<file path="config.mk">
export PLATFORM = sky130hd
export DESIGN_NAME = kcg_kernel_mem
export DESIGN_NICKNAME = d
export VERILOG_FILES = /design/src/hw/rtl/kcg_pkg.sv /design/src/hw/rtl/kcg_kernel_mem.sv
export SDC_FILE = /design/constraint.sdc
export NUM_CORES = 2
export LEC_CHECK = 0
export BUFFER_PORTS_ARGS = -buffer_cell sky130_fd_sc_hd__buf_2
export CORE_MARGIN = 2
export CORE_UTILIZATION = 40
export DETAILED_ROUTE_END_ITERATION = 12
export PLACE_DENSITY_LB_ADDON = 0.3
export SYNTH_ARGS = -nofsm -noshare
export SYNTH_HDL_FRONTEND = slang
export SYNTH_SLANG_ARGS = --single-unit
</file>
<file path="constraint.sdc">
create_clock -name i_clk -period 5.75 [get_ports i_clk]
set_clock_uncertainty 0.2 [all_clocks]
set_input_delay 0.2875 -clock i_clk [delete_from_list [all_inputs] [get_ports i_clk]]
set_output_delay 0.2875 -clock i_clk [all_outputs]
set_load 0.005 [all_outputs]
</file>
<file path="src/hw/rtl/kcg_pkg.sv">
// shared constants and types for the k-space convolution gridder
`timescale 1ns / 1ps

package kcg_pkg;

    localparam int GRID_SIDE_DEF    = 64;
    localparam int KERNEL_DEPTH_DEF = 256;

    localparam int ACC_W  = 40;
    localparam int RAD_W  = 48;
    localparam int ROOT_W = 24;
    localparam int DEN_W  = 24;

    localparam logic [1:0] KIND_LOAD   = 2'd0;
    localparam logic [1:0] KIND_SAMPLE = 2'd1;
    localparam logic [1:0] KIND_READ   = 2'd2;
    localparam logic [1:0] KIND_CLEAR  = 2'd3;

    localparam logic [1:0] CFG_POINTS = 2'd0;
    localparam logic [1:0] CFG_WIDTH  = 2'd1;

    localparam logic MODE_ROOT = 1'b0;
    localparam logic MODE_DIV  = 1'b1;

    typedef struct packed {
        logic start;
        logic mode;
    } t_iter_req;

    typedef struct packed {
        logic busy;
        logic done;
    } t_iter_sts;

endpackage

</file>
<file path="src/hw/rtl/kcg_kernel_mem.sv">
// kernel table memory, one write port and one registered read port
`timescale 1ns / 1ps

module kcg_kernel_mem import kcg_pkg::*; #(
    parameter int KERNEL_DEPTH = KERNEL_DEPTH_DEF
) (
    input  logic                            i_clk,
    input  logic                            i_we,
    input  logic [$clog2(KERNEL_DEPTH)-1:0] i_waddr,
    input  logic [15:0]                     i_wdata,
    input  logic [$clog2(KERNEL_DEPTH)-1:0] i_raddr,
    output logic [15:0]                     o_rdata
);

    logic [15:0] r_mem [KERNEL_DEPTH];

    always_ff @(posedge i_clk) begin
        if (i_we) begin
            r_mem[i_waddr] <= i_wdata;
        end
        o_rdata <= r_mem[i_raddr];
    end

endmodule

</file>
=== Word level (Yosys, flattened, before mapping) ===
Memories as Yosys holds them, arrays and structs flattened. A register that Yosys moved wholly into a read port is not among the register bits.
Index checks and enable logic that the tools add are counted.

* Bits in registers: 0
* Latch bits: 0
* Bits in writable memories: 4,096
* Memory bits (read-only): 0
* Input port bits: 34
* Output and inout port bits: 16
* Logic and storage cells: 3
* Memories: 1

* Add/subtract/negate cells: 0
* Multipliers: 0
* Div/mod/pow operators: 0
* $lt $le $gt $ge: 0
* Equality and inequality tests: 0
* Shifts and indexed selects: 0
* Multiplexer cells: 2
* Bitwise logic cells: 0
* Reductions and logical operators: 0

{| class="wikitable"
|+ Memories
! memory !! depth !! width !! rd ports !! clocked after Yosys merged registers in !! write ports !! line !! text
|-
| r_mem || 256 || 16 || 1 || 1 || 1 || kcg_kernel_mem.sv:15 || <nowiki>logic [15:0] r_mem [KERNEL_DEPTH];</nowiki>
|}

{| class="wikitable"
|+ Operators with widths
! kind !! count
|-
| 1-bit 2-to-1 mux || 2
|}

=== Depth between registers and ports, before layout ===
* Word-level depth: 2
* Depth in mapped cells: 12
* Depth with buffers taken out: 6

=== Worst setup path after synthesis ===
OpenSTA, ideal clock, no wires.

* Path type: input to register
* From: input i_waddr[3]
* To: memory r_mem[235][0], enable pin
* Setup time: 388 ps
* Data arrival time: 2,064 ps
* Data required time: 5,162 ps
* Setup slack: 3,097 ps
* Cell stages on the path: 6
* Path buffers: 3
* Path through: clkbuf_1 > nor2b_1 > clkbuf_1 > nand4_1 > clkbuf_1 > nor2_1

{| class="wikitable"
|+ RTL lines
! what !! line !! text
|-
| from (decl) || kcg_kernel_mem.sv:9 || <nowiki>input logic [$clog2(KERNEL_DEPTH)-1:0] i_waddr,</nowiki>
|-
| to (decl) || kcg_kernel_mem.sv:15 ||
|}

No word-level cell before the write port.

==> flow_summary.json <==
{
  "utilization_pct": 45.6,
  "synth_top_area_share_pct": 77.5,
  "instances_no_fill": 13400,
  "cts_tree": "built",
  "power.leakage_nw": 56.6,
  "yosysMostFrequentCell": "edfxtp_1",
  "synth_edf_count": 4096,
  "use_met2_pct": 34.6,
  "postRouteAntennaNets": 0,
  "grt_pass1_wl_um": 604000,
  "path_common_cell": "buf_4",
  "crit_type": "primary input to flip-flop",
  "portBuffers": 49,
  "layout_setup_ws_ns": 1.86,
  "nets": 7845,
  "worst_pin_slew_ns": 1.42,
  "post_cts_buffers": 0,
  "clock-sinks": 4112,
  "finalPower_mw": 62.1,
  "insertion_delay_ns": 1.00,
  "yosysWarnings": 0,
  "ioPinCount": 50,
  "drc": 0,
  "routabilityCongestion": 0.859,
  "async_flop_share_pct": 0,
  "die_area_mm2": 0.402,
  "dr_total_vias": 79300,
  "yosysSeqAreaShare_pct": 77.7,
  "crit_chain": "dlygate4sd3_1 > buf_6 > inv_6 > nand2_1 > buf_4 > o31ai_1 > o32ai_1 > buf_4 > nor4_1",
  "placed_cells": 12600,
  "r2r_end": "o_rdata[9]",
  "syn_avg_cell_area_um2": 21.6,
  "worstSetupEndpointType": "flip-flop",
  "grt_util_met3_pct": 3.94,
  "synthCells": 7360,
  "htree_num_levels": 5,
  "syn_area_mm2": 0.159,
  "antenna_found_initial": 30,
  "yosysUniqueCellTypes": 52,
  "start_util_pct": 40.1,
  "totalWireLength_um": 433000,
  "tns_ns": 0,
  "core_area_mm2": 0.395,
  "register_area_mm2": 0.123,
  "rrSetupSlack_ns": 2.44,
  "cp-start-kind": "primary input",
  "vdd_drop_max_mv": 0.261,
  "die_h_um": 634,
  "r2r_cells": 7,
  "clock-root-buffer": "clkbuf_16",
  "drive_gt1_share_pct": 25.1,
  "hold_class": "primary input to flip-flop",
  "rr_startpoint": "r_mem[138][9]",
  "cts-buffers-inserted": 398,
  "hold_start": "i_wdata[1]",
  "slowest_delay_ns": 0.81,
  "crit_arrival_ns": 4.54,
  "grt_pass1_vias": 78000,
  "routedWlPerCell_um": 32.2,
  "p_per_area_mw_per_mm2": 344,
  "finalHoldViolCount": 0,
  "max_freq_mhz": 257,
  "fin_crit_sh_pct": 67.7,
  "yosys_register_bits": 4112,
  "min_path_cells": 2,
  "syn2layout_area_growth_pct": 13.6,
  "synthTopCellsByCount": "4,096 x edfxtp_1, 797 x mux4_2, 565 x mux2i_1, 304 x nor2_1, 252 x o221ai_1",
  "rsz0062_at_grt": "no",
  "status": "completed",
  "rows": 231,
  "relSlewSlack_pct": 4.56,
  "top_usage_layer": "met2",
  "grt_max_degree": 181,
  "multi_input_area_mm2": 0.0330,
  "holdPathEnd": "r_mem[226][1]",
  "vias_per_cell": 5.91,
  "drtIter0Drc": 10200,
  "clkSlewWorstSetupHoldPaths_ns": 0.06,
  "cp_max_fo": 43,
  "required_ns": 6.40,
  "place_ws_ns": 1.33,
  "max_cap_violations": 0,
  "die_width_um": 634,
  "drtPass1Iterations": 6,
  "maxSlewViolCount": 0,
  "finalCriticalPeriod_ns": 3.89,
  "netlist_top_cells_area": "edfxtp_1 77%, mux4_2 11%, mux2i_1 3.6%, o221ai_1 1.4%, nor2_1 0.72%",
  "cp_slowest_cell": "o31ai_1",
  "yosys.area.top_type": "edfxtp_1",
  "place_hpwl_um": 254000,
  "overflow": 0,
  "fill_cells": 32800,
  "use_met1_pct": 29.0,
  "cts_buffer_depth": 4,
  "finalSetupViolations": 0,
  "grt.total_usage_pct": 21.2,
  "syn_nets": 7394,
  "synth_ff_type": "edfxtp_1"
}
final cells by class:
cell class / count / share of cell area, %
diodes: 27 / 0.0375
clock buffers: 494 / 5.79
clock inverters: 243 / 1.32
inverters: 4 / 0.0153
multi-input cells: 2792 / 18.3
flip-flops and latches: 4112 / 68.4
well taps: 5242 / 3.64
repair buffers: 503 / 2.52
worst max path at each step:
stage | start | endpoint | slack (ns) | cells after the start
2_1_floorplan | i_waddr[3] | r_mem[235][0] | 3.10 | 6
4_1_cts | i_raddr[4] | o_rdata[5] | 1.93 | 9
5_1_grt | i_raddr[4] | o_rdata[5] | 1.68 | 9
6_report | i_raddr[4] | o_rdata[5] | 1.86 | 9
3_3_place_gp | i_raddr[0] | o_rdata[10] | 1.29 | 10
3_5_place_dp | i_raddr[0] | o_rdata[10] | 1.33 | 10
per-stage QoR:
step	hold slack (ns)	cell area [um^2]
final	0.0930	180000
after floorplan	0.186	159000
after CTS	0.0297	180000
after global placement	0.507	167000
after detailed placement	0.509	167000
after global routing	0.0741	180000
cell families (layout without fill, tap and decap cells):
logic type / after synthesis / count (layout) / synth area share [%]
muxes: 1450 / 1450 / 15.5
and+or+nand+nor: 556 / 556 / 1.57
DFF: 4112 / 4112 / 77.7
buffers and inverters: 456 / 1244 / 1.69
AOI/OAI and AO/OA: 786 / 786 / 3.54
other: 0 / 27 / 0
state kept, by name, summed over array words and instances, names as in the netlist:
signal	flops
o_rdata	16
r_mem	4096
repair_timing:
action,4_1_cts,5_1_grt
hold endpoints to repair,1882,0
hold buffers,21,0
gates resized for setup,0,0
layout by cell type (no fill, tap or decap), drive strengths merged, types with 9 or more instances in the layout:
| cell | n |
|---|---|
| edfxtp | 4096 |
| mux4 | 797 |
| mux2i | 565 |
| clkbuf | 495 |
| buf | 481 |
| nor2 | 304 |
| o221ai | 253 |
| clkinv | 183 |
| a21oi | 175 |
| o22ai | 148 |
| nor3 | 92 |
| mux2 | 88 |
| a22oi | 43 |
| nand2 | 38 |
| o21ai | 38 |
| bufinv | 37 |
| nand3 | 35 |
| a22o | 32 |
| a221oi | 28 |
| diode | 27 |
| nand4 | 26 |
| dlygate4sd3 | 21 |
| o32ai | 21 |
| a211oi | 18 |
| nor4 | 18 |
| inv | 17 |
| o31ai | 16 |
| dfxtp | 16 |
| and3 | 11 |
| clkinvlp | 10 |
| nor2b | 9 |
worst max-delay path, delay by kind of cell:
kind | cells | cell delay (ns)
AND/OR/NAND/NOR | 2 | 0.98
AO/OA/AOI/OAI | 2 | 1.02
buffers and inverters | 5 | 2.13
report_power, final:
part	switching, mW	internal, mW
Combinational	2.05	1.05
Sequential	0.0778	33.0
Clock	11.3	14.6
layer usage:
layer | vias to the layer above | routed length [um]
met4 | 14 | 13100
met1 | 42700 | 173000
met3 | 652 | 36400
li1 | 32200 | -
met2 | 3679 | 210000
met5 | - | 93
(Power assumes the default switching activity.)
