$ cat config.mk
export PLATFORM = sky130hd
export DESIGN_NAME = kcg_root_div
export DESIGN_NICKNAME = d
export VERILOG_FILES = /design/src/hw/rtl/kcg_pkg.sv /design/src/hw/rtl/kcg_root_div.sv
export SDC_FILE = /design/constraint.sdc
export NUM_CORES = 1
export LEC_CHECK = 0
export BUFFER_PORTS_ARGS = -buffer_cell sky130_fd_sc_hd__buf_2
export CAP_MARGIN = 25
export CORE_MARGIN = 2
export CORE_UTILIZATION = 45
export DETAILED_ROUTE_END_ITERATION = 7
export PLACE_DENSITY = 0.78
export SKIP_CTS_REPAIR_TIMING = 1
export SYNTH_ARGS = -nofsm -noshare
export SYNTH_HDL_FRONTEND = slang
export SYNTH_SLANG_ARGS = --single-unit
$ cat constraint.sdc
create_clock -name i_clk -period 16.5 [get_ports i_clk]
set_input_delay 1.65 -clock i_clk [delete_from_list [all_inputs] [get_ports i_clk]]
set_output_delay 1.65 -clock i_clk [all_outputs]
set_load 0.01 [all_outputs]
$ cat src/hw/rtl/kcg_pkg.sv
// shared constants and types for the k-space convolution gridder
`timescale 1ns / 1ps

package kcg_pkg;

    localparam int GRID_SIDE_DEF    = 64;
    localparam int KERNEL_DEPTH_DEF = 256;

    localparam int ACC_W  = 40;
    localparam int RAD_W  = 48;
    localparam int ROOT_W = 24;
    localparam int DEN_W  = 24;

    localparam logic [1:0] KIND_LOAD   = 2'd0;
    localparam logic [1:0] KIND_SAMPLE = 2'd1;
    localparam logic [1:0] KIND_READ   = 2'd2;
    localparam logic [1:0] KIND_CLEAR  = 2'd3;

    localparam logic [1:0] CFG_POINTS = 2'd0;
    localparam logic [1:0] CFG_WIDTH  = 2'd1;

    localparam logic MODE_ROOT = 1'b0;
    localparam logic MODE_DIV  = 1'b1;

    typedef struct packed {
        logic start;
        logic mode;
    } t_iter_req;

    typedef struct packed {
        logic busy;
        logic done;
    } t_iter_sts;

endpackage

$ cat src/hw/rtl/kcg_root_div.sv
// iterative square root and divider sharing one compare-subtract unit
`timescale 1ns / 1ps

module kcg_root_div import kcg_pkg::*; #(
    parameter int QB   = 24,
    parameter int NUMW = 48
) (
    input  logic              i_clk,
    input  logic              i_rst_n,
    input  t_iter_req         i_req,
    input  logic [RAD_W-1:0]  i_rad,
    input  logic [NUMW-1:0]   i_num,
    input  logic [DEN_W-1:0]  i_den,
    output t_iter_sts         o_sts,
    output logic [ROOT_W-1:0] o_root,
    output logic [QB-1:0]     o_quot
);

    localparam int SH_W  = (RAD_W > QB) ? RAD_W : QB;
    localparam int MAXIT = (ROOT_W > QB) ? ROOT_W : QB;
    localparam int CNT_W = $clog2(MAXIT + 1);

    logic             r_busy;
    logic             r_done;
    logic             r_mode;
    logic [CNT_W-1:0] r_cnt;
    logic [RAD_W-1:0] r_acc;
    logic [SH_W-1:0]  r_sh;
    logic [RAD_W-1:0] r_bit;
    logic [DEN_W-1:0] r_den;

    logic [RAD_W-1:0] w_opa;
    logic [RAD_W-1:0] w_opb;
    logic [RAD_W:0]   w_diff;
    logic             w_ge;
    logic [DEN_W:0]   w_trial;

    // one compare-subtract serves both modes
    always_comb begin
        w_trial = {r_acc[DEN_W-1:0], r_sh[QB-1]};
        if (r_mode == MODE_ROOT) begin
            w_opa = r_acc;
            w_opb = r_sh[RAD_W-1:0] | r_bit;
        end else begin
            w_opa = RAD_W'(w_trial);
            w_opb = RAD_W'(r_den);
        end
        w_diff = {1'b0, w_opa} - {1'b0, w_opb};
        w_ge   = ~w_diff[RAD_W];
    end

    always_ff @(posedge i_clk) begin
        if (!i_rst_n) begin
            r_busy <= 1'b0;
            r_done <= 1'b0;
            r_cnt  <= '0;
        end else begin
            r_done <= 1'b0;
            if (i_req.start) begin
                r_busy <= 1'b1;
                r_cnt  <= (i_req.mode == MODE_ROOT) ? CNT_W'(ROOT_W) : CNT_W'(QB);
            end else if (r_busy) begin
                r_cnt <= r_cnt - CNT_W'(1);
                if (r_cnt == CNT_W'(1)) begin
                    r_busy <= 1'b0;
                    r_done <= 1'b1;
                end
            end
        end
    end

    always_ff @(posedge i_clk) begin
        if (i_req.start) begin
            r_mode <= i_req.mode;
            r_den  <= i_den;
            if (i_req.mode == MODE_ROOT) begin
                r_acc <= i_rad;
                r_sh  <= '0;
                r_bit <= RAD_W'(1) << (RAD_W - 2);
            end else begin
                r_acc <= RAD_W'(i_num[NUMW-1:QB]);
                r_sh  <= SH_W'(i_num[QB-1:0]);
                r_bit <= '0;
            end
        end else if (r_busy) begin
            if (r_mode == MODE_ROOT) begin
                r_acc <= w_ge ? w_diff[RAD_W-1:0] : r_acc;
                r_sh  <= (r_sh >> 1) | (w_ge ? SH_W'(r_bit) : SH_W'(0));
                r_bit <= r_bit >> 2;
            end else begin
                r_acc <= w_ge ? w_diff[RAD_W-1:0] : RAD_W'(w_trial);
                r_sh  <= SH_W'({r_sh[QB-2:0], w_ge});
            end
        end
    end

    assign o_sts.busy = r_busy;
    assign o_sts.done = r_done;
    assign o_root     = r_sh[ROOT_W-1:0];
    assign o_quot     = r_sh[QB-1:0];

endmodule

; ---- Yosys cells after proc, flatten, opt, wreduce, memory -nomap -nowiden
; Index checks and enable logic that the tools add are counted.
[totals]
register_bits = 176
word_cells = 47
[op_classes]
addsub = 2
eq_ne = 3
n_mux = 23
bitwise = 5
n_reduce_logical = 5
[op_table]
columns = cell, count
row1 = $mux 48, 15
row2 = $sub 48x48->49, 1
row3 = $or 47x48->48, 1
row4 = $or 48x48->48, 1
row5 = $mux 47, 1
row6 = $mux 24, 1
row7 = $mux 5, 2
row8 = $eq 5x1->1 const B, 1
row9 = $sub 5x1->5 const B, 1
row10 = $mux 1, 4
row11 = $reduce_and 2->1, 2
row12 = $ne 3x3->1 const B, 1
row13 = $not 1->1, 3
row14 = $reduce_or 3->1, 1
row15 = $ne 2x2->1 const B, 1
row16 = $reduce_bool 2->1, 1
row17 = $reduce_or 2->1, 1

; ---- Logic depth before layout (Yosys ltp)
; Gate-level depths: netlist (run 1).
[depth]
word_depth = 8
mapped_depth = 19
mapped_depth_nobuf = 14

; ---- Worst setup path before layout (run 1)
; No wires, ideal clock.
[synth_timing]
kind = register to register
startpoint = reg r_mode
endpoint = reg r_acc[0] (enable)
arrival_time_ns = 4.832
slack_ns = 11.259
stages_incl_launch_ff = 18
n_path_buf = 5
period_less_slack_ns = 5.241
cell_sequence = edfxtp_1 -> clkbuf_1 -> clkbuf_1 -> clkbuf_1 -> clkbuf_1 -> mux2i_1 -> ha_1 -> inv_1 -> fa_1 -> a211oi_1 -> o21ai_2 -> o2111ai_2 -> a211oi_2 -> nor2_1 -> o31a_4 -> o31ai_4 -> buf_2 -> o21a_1
[synth_between]
elab_chain_cells = 4
word_cells_on_any_way = 5
classes_between = add/sub (1) / eq/ne (1) / mux (2) / reduce/logical (1)
[synth_lines]
columns = item, line_no
row1 = from (decl), kcg_root_div.sv:25  ; logic r_mode;
row2 = from (signal assigned), kcg_root_div.sv:74  ; r_mode <= i_req.mode;
row3 = $mux 48, kcg_root_div.sv:41  ; if (r_mode == MODE_ROOT) begin
row4 = $sub 48x48->49, kcg_root_div.sv:48  ; w_diff = {1'b0, w_opa} - {1'b0, w_opb};
row5 = $ne 3x3->1 (no line) (*), -
row6 = $reduce_and 2->1 (no line) (*), -
row7 = to (signal assigned), kcg_root_div.sv:77  ; r_acc <= i_rad;
row8 = to (signal assigned), kcg_root_div.sv:81  ; r_acc <= RAD_W'(i_num[NUMW-1:QB]);
row9 = to (signal assigned), kcg_root_div.sv:87  ; r_acc <= w_ge ? w_diff[RAD_W-1:0] : r_acc;
row10 = to (decl), kcg_root_div.sv:27  ; logic [RAD_W-1:0] r_acc;
; Every way passes the cells marked *; elsewhere a longest branch is shown, timed or not.
; A chain may end at the register's enable or synchronous reset.

; ---- Worst setup path after layout (run 1)
[layout_timing]
startpoint = reg r_mode
endpoint = reg r_acc[6] (enable)
; Same word-level chain as after synthesis.

==> results of run 1 <==
## cell families (layout without fill, tap and decap cells)
logic type      Yosys count  in the layout
mux                     101            101
compound gates          290            290
xor+xnor                 45             45
flops                   151            151
fa+ha+maj                50             50
simple gates            283            283
buf+inv                 126            232
## registers in the layout, summed over array words and instances, names as in the netlist
name and cells:
r_acc 48, r_bit 24, r_busy 1, r_cnt 5, r_den 24, r_done 1
r_mode 1, r_sh 47
## layout make-up
| cell class | count | area [sq um] |
|---|---|---|
| Inverter | 16 | 60.1 |
| Clock inverter | 15 | 179 |
| Timing Repair Buffer | 184 | 978 |
| Fill cell | 2158 | 11300 |
| Sequential cell | 151 | 4460 |
| Tap cell | 319 | 399 |
| Clock buffer | 17 | 425 |
| Multi-Input combinational cell | 769 | 5420 |
## layer usage
metal  GRT usage [%]  vias up
met5               0        -
met4            7.92        0
met3            4.60       45
met2            39.0      399
met1            30.0     4092
li1                -     4021
## through the flow
stage               cell area [sq um]  power [mW]  cells  util, %
floorplan                       10600        1.23   1046        -
global placement                11300        1.40   1437     48.5
detailed placement              11300        1.42   1438     48.6
CTS                             11900        1.81   1470     51.2
global route                    11900        1.93   1471     51.3
finish                          11900        1.82   1471     51.3
## where the power goes
group	internal, mW	switching (mW)
sequential	0.520	0.0531
clock	0.205	0.188
combinational	0.363	0.491
total	1.09	0.731
## worst paths after layout
check           start        to  slack (ns)  depth (start not counted)
max            r_mode  r_acc[6]       10.84                         13
min reg2reg  r_cnt[1]  r_cnt[1]        0.51                          2
min          r_cnt[1]  r_cnt[1]        0.51                          2
max reg2reg    r_mode  r_acc[6]       10.84                         13
## cell usage after synthesis, types with 3 or more instances
cell type	n
dfxtp_1	7
nand4_1	8
nor4_1	3
a21oi_1	100
buf_2	10
mux2i_1	75
edfxtp_1	144
a211oi_1	13
nand2b_1	6
nor3_1	8
xor2_1	19
a21o_1	24
and3_1	9
o21ai_0	66
or3_1	13
o21a_1	9
nand2_1	71
or2_2	6
buf_1	5
and2_1	17
o21bai_1	3
inv_1	15
a31oi_1	4
clkbuf_1	41
nor2b_1	64
xnor2_1	26
a22o_1	20
ha_1	49
a221o_1	12
o211ai_1	8
nor2_1	53
mux2_2	26
buf_4	51
nand3_1	14
## worst max-delay path: cells and delay by family, from the launching register on
| kind | cells | cell delay [ns] |
|---|---|---|
| compound gates | 4 | 1.55 |
| fa+ha+maj | 1 | 0.43 |
| mux | 1 | 0.41 |
| simple gates | 4 | 0.80 |
| flops | 1 | 0.35 |
| buf+inv | 3 | 1.68 |
==> results.py, run 1 <==
metrics = {
    "status": {
        "status": "completed",
    },
    "critical_path": {
        "critical_path.most_common_cell": "buf_4",
        "crit_fanout": 56,
        "arrival_ns": 5.72,
        "crit_slowest_cell": "buf_4",
        "slowest_delay_ns": 0.63,
        "worstPathRequired_ns": 16.56,
        "startpoint_type": "flop",
        "crit_type": "flop to flop",
        "path_cells": "buf_4 -> buf_4 -> mux2_2 -> ha_1 -> nand3_1 -> nor2_1 -> nand4_1 -> a211oi_2 -> nor2_1 -> o31a_4 -> o31ai_4 -> o21a_2 -> buf_4",
        "critPathCaptureType": "flop",
    },
    "cts": {
        "cts_tree": "done",
        "cts_buffer_depth": 2,
        "cts_root_buffer": "clkbuf_16",
        "clock_latency_ns": 0.44,
        "cts_htree_levels": 4,
        "cts.clk_slew.worst_paths_ns": 0.07,
        "numCtsBuffers": 17,
        "cts_sinks": 151,
    },
    "route": {
        "viasPerCell": 5.82,
        "antenna_left": 0,
        "num_vias": 8557,
        "routed_wl_um": 28900,
        "wl_met1_um": 12300,
        "drtIter0Drc": 638,
        "met2WireLength_um": 13700,
        "dr_wl_met3_um": 2120,
        "firstDrtPassIters": 5,
        "wl_per_cell_um": 19.7,
        "top_layer": "met4",
        "drt_drc_violations_left": 0,
    },
    "power_and_ir_drop": {
        "vdd_drop_max_mv": 0.0740,
        "power_density_mw_per_mm2": 153,
        "p_leak_nw": 4.98,
    },
    "cells_and_area": {
        "final_cell_mix": "172 x buf_2, 144 x edfxtp_1, 100 x a21oi_1, 75 x mux2i_1, 71 x nand2_1",
        "final_nets": 1313,
        "mostFrequentLayoutCell": "buf_2",
        "areaGrowthSynthToFinish_pct": 12.8,
        "num_antenna_cells": 0,
        "drive_gt1_share_pct": 22.6,
    },
    "synthesis": {
        "syn_inst": 1046,
        "yosysTopAreaCell": "edfxtp_1",
        "syn-cell-area_sq_mm": 0.0106,
        "ys.flop_type": "edfxtp_1",
        "synth_top_family_by_area": "compound AO/OA/AOI/OAI gates",
        "synth-compound-area-share_pct": 17.8,
        "yosys.area.top_type_share_pct": 40.9,
        "synth_nets": 1220,
        "synth_edf_count": 144,
        "ys_ff_latch": 151,
        "synthMuxAreaShare_pct": 9.88,
        "synth_fa_ha_area_share_pct": 5.99,
        "async_flop_share_pct": 0,
        "seq_area_frac_synth_pct": 42.2,
        "synth-simple-area-share_pct": 13.9,
        "ys_top_cells_by_area": "edfxtp_1 41%, mux2i_1 7.1%, ha_1 5.8%",
        "synthXorXnorAreaFrac_pct": 3.73,
        "avgSynthCellArea_sq_um": 10.1,
        "synth-warning-count": 0,
        "ys_types": 72,
    },
    "placement": {
        "post-place-ws_ns": 10.95,
        "place_congestion": 0.987,
        "place.port_buffers": 173,
        "hpwl_um": 21400,
    },
    "global_route": {
        "grt_pass1_vias": 8102,
        "grt_pass1_wl_um": 43900,
        "grt_start_max_net_pins": 57,
        "grt-ovfl-total": 0,
        "antenna_found_initial": 0,
        "grt_usage_pct": 23.2,
    },
    "timing": {
        "skew_ns": 0.0160,
        "max_freq_mhz": 177,
        "worst_pin_slew_ns": 0.941,
        "finalSetupTns_ns": 0,
        "layout_setup_ws_ns": 10.84,
        "hold_ws_ns": 0.508,
        "min_period_ns": 5.66,
        "finalCritPeriodShare_pct": 34.3,
        "finalMaxSlewViolations": 0,
        "grt_setup_unrepaired": "false",
        "setup_viol": 0,
        "slew_headroom_pct": 37.3,
        "hold_violations": 0,
    },
    "die": {
        "die_x_um": 157,
        "fp.coreArea_sq_mm": 0.0233,
        "pin_count": 174,
        "die_height_um": 157,
        "start_util_pct": 45.4,
        "row_count": 56,
        "die-area_sq_mm": 0.0247,
    },
    "flow_run": {
        "max_cap_viol_count": 0,
    },
    "hold_path": {
        "hp-class": "flop to flop",
    },
}
(Power assumes the default switching activity.)
==> run 2: changes to the inputs <==
clock period = 5.6 ns   (was 16.5 ns; I/O delays follow)
==> run 2 against run 1 <==
Compared with the run above:
- register-to-register slack worse by 10 ns
- via count hardly changed
- total power grew to 3.0 times the previous value
- critical endpoint is now r_acc[4]
- combinational power grew to 3.0 times the previous value
- highest routed layer unchanged
- first-iteration DRC count is 31% higher
- largest power group unchanged
- flip-flop and latch count stayed put
- final cell count hardly changed
==> results.py, run 2 (synthesis results as in run 1) <==
metrics = {
    "die": {
        "fp.coreArea_sq_mm": 0.0233,
        "die-area_sq_mm": 0.0247,
        "start_util_pct": 45.4,
        "row_count": 56,
        "pin_count": 174,
        "die_height_um": 157,
        "die_x_um": 157,
    },
    "timing": {
        "finalCritPeriodShare_pct": 85.2,
        "setup_viol": 0,
        "skew_ns": 0.0130,
        "finalMaxSlewViolations": 0,
        "grt_setup_unrepaired": "false",
        "layout_setup_ws_ns": 0.831,
        "slew_headroom_pct": 33.6,
        "min_period_ns": 4.77,
        "finalSetupTns_ns": 0,
        "max_freq_mhz": 210,
        "hold_violations": 0,
        "worst_pin_slew_ns": 0.997,
    },
    "route": {
        "num_vias": 8560,
        "wl_per_cell_um": 19.3,
        "drt_drc_violations_left": 0,
        "firstDrtPassIters": 6,
        "drtIter0Drc": 838,
        "viasPerCell": 5.82,
        "antenna_left": 0,
        "routed_wl_um": 28400,
    },
    "global_route": {
        "antenna_found_initial": 1,
        "grt_pass1_vias": 8085,
        "grt_pass1_wl_um": 43100,
        "grt-ovfl-total": 0,
        "grt_start_max_net_pins": 111,
        "grt_usage_pct": 22.8,
    },
    "power_and_ir_drop": {
        "comb_power_share_pct": 47.0,
        "switchingPower_mw": 2.14,
        "internal_power_mw": 3.23,
        "pwr-share-seq_pct": 31.4,
        "switching_share_pct": 39.8,
        "power_mw": 5.37,
        "vdd_drop_max_mv": 0.188,
        "power_density_mw_per_mm2": 452,
        "p_clk_share_pct": 21.6,
        "p_leak_nw": 4.96,
    },
    "placement": {
        "dpl_cell_area_sq_mm": 0.0113,
        "hpwl_um": 20800,
        "place_congestion": 0.986,
        "post-place-ws_ns": 0.857,
        "place.port_buffers": 173,
    },
    "critical_path": {
        "crit_type": "flop to flop",
        "r2r_slack_ns": 0.83,
        "path_buf_inv": 4,
        "slowest_delay_ns": 0.51,
        "crit_slowest_cell": "o21a_2",
        "critical_path.most_common_cell": "buf_12",
        "timing.rr.start": "r_mode",
        "rr_endpoint": "r_acc[4]",
        "critPathTopFamily": "compound AO/OA/AOI/OAI gates",
        "reg2reg_depth": 16,
        "path_cells": "buf_12 -> or2_2 -> o22a_1 -> ha_1 -> inv_1 -> fa_1 -> a211oi_1 -> o21ai_2 -> o2111ai_2 -> a211oi_2 -> nor2_1 -> o31a_4 -> o31ai_4 -> buf_4 -> o21a_2 -> buf_12",
        "startpoint_type": "flop",
        "worstPathRequired_ns": 5.73,
        "critPathCaptureType": "flop",
        "arrival_ns": 4.90,
        "crit_fanout": 110,
    },
    "hold_path": {
        "hold_depth": 1,
        "min_to": "r_den[17]",
        "hold_start": "i_den[17]",
        "hp-class": "input pin to flop",
    },
    "cts": {
        "numCtsBuffers": 17,
        "cts_htree_levels": 4,
        "cts.clk_slew.worst_paths_ns": 0.07,
        "cts_root_buffer": "clkbuf_16",
        "cts_buffer_depth": 2,
        "cts_sinks": 151,
        "cts_tree": "done",
        "clock_latency_ns": 0.44,
    },
    "cells_and_area": {
        "mostFrequentLayoutCell": "buf_2",
        "final_nets": 1311,
        "drive_gt1_share_pct": 22.4,
        "post-route-util_pct": 51.1,
        "largest_registers": "r_acc: 48 flops, r_sh: 47 flops",
        "top_register": "r_acc",
        "areaGrowthSynthToFinish_pct": 12.5,
        "largest_reg_flops": 48,
        "fin_area_sq_mm": 0.0119,
        "final_cell_mix": "172 x buf_2, 144 x edfxtp_1, 100 x a21oi_1, 75 x mux2i_1, 71 x nand2_1",
    },
    "flow_run": {
        "max_cap_viol_count": 0,
    },
    "status": {
        "status": "completed",
    },
}
-- run 2: layer usage --
metal  vias up  GRT usage [%]  part of all wire, %  wire (um)
met2       402           39.0                   48      13700
met3        53           3.74                  7.2       2030
li1       4031              -                    -          -
met4         0           8.14                  2.8        803
met1      4074           29.1                   42      11900
met5         -              0                    0          0
-- run 2: worst max path at each step --
stage	from	endpoint	slack [ns]	cells past startpoint
finish	r_mode	r_acc[4]	0.83	16
CTS	r_mode	r_acc[7]	0.84	16
floorplan	r_mode	r_acc[0]	0.36	17
global route	r_mode	r_acc[5]	0.59	16
detailed placement	r_mode	r_acc[10]	0.86	16
global placement	r_mode	r_acc[9]	1.01	16
-- run 2: layout make-up --
cell class	instances	area, sq um
diodes	1	2.50
clock buffers	17	425
clock inverters	15	160
fillers	2102	11400
inverters	16	60.1
multi-input cells	769	5420
flip-flops and latches	151	4460
well taps	319	399
repair buffers	182	961
-- run 2: through the flow --
step | hold slack, ns | instances
2_1_floorplan | 0.468 | 1046
3_3_place_gp | 0.482 | 1437
3_5_place_dp | 0.494 | 1437
4_1_cts | 0.282 | 1469
5_1_grt | 0.287 | 1469
6_report | 0.291 | 1470
-- run 2: power by group through the flow --
stage | clock (mW) | sequential, mW | combinational, mW
after floorplan | 0 | 1.63 | 1.98
after global placement | 0 | 1.70 | 2.43
after detailed placement | 0 | 1.70 | 2.47
after CTS | 1.17 | 1.68 | 2.50
after global routing | 1.21 | 1.71 | 2.78
final | 1.16 | 1.68 | 2.52
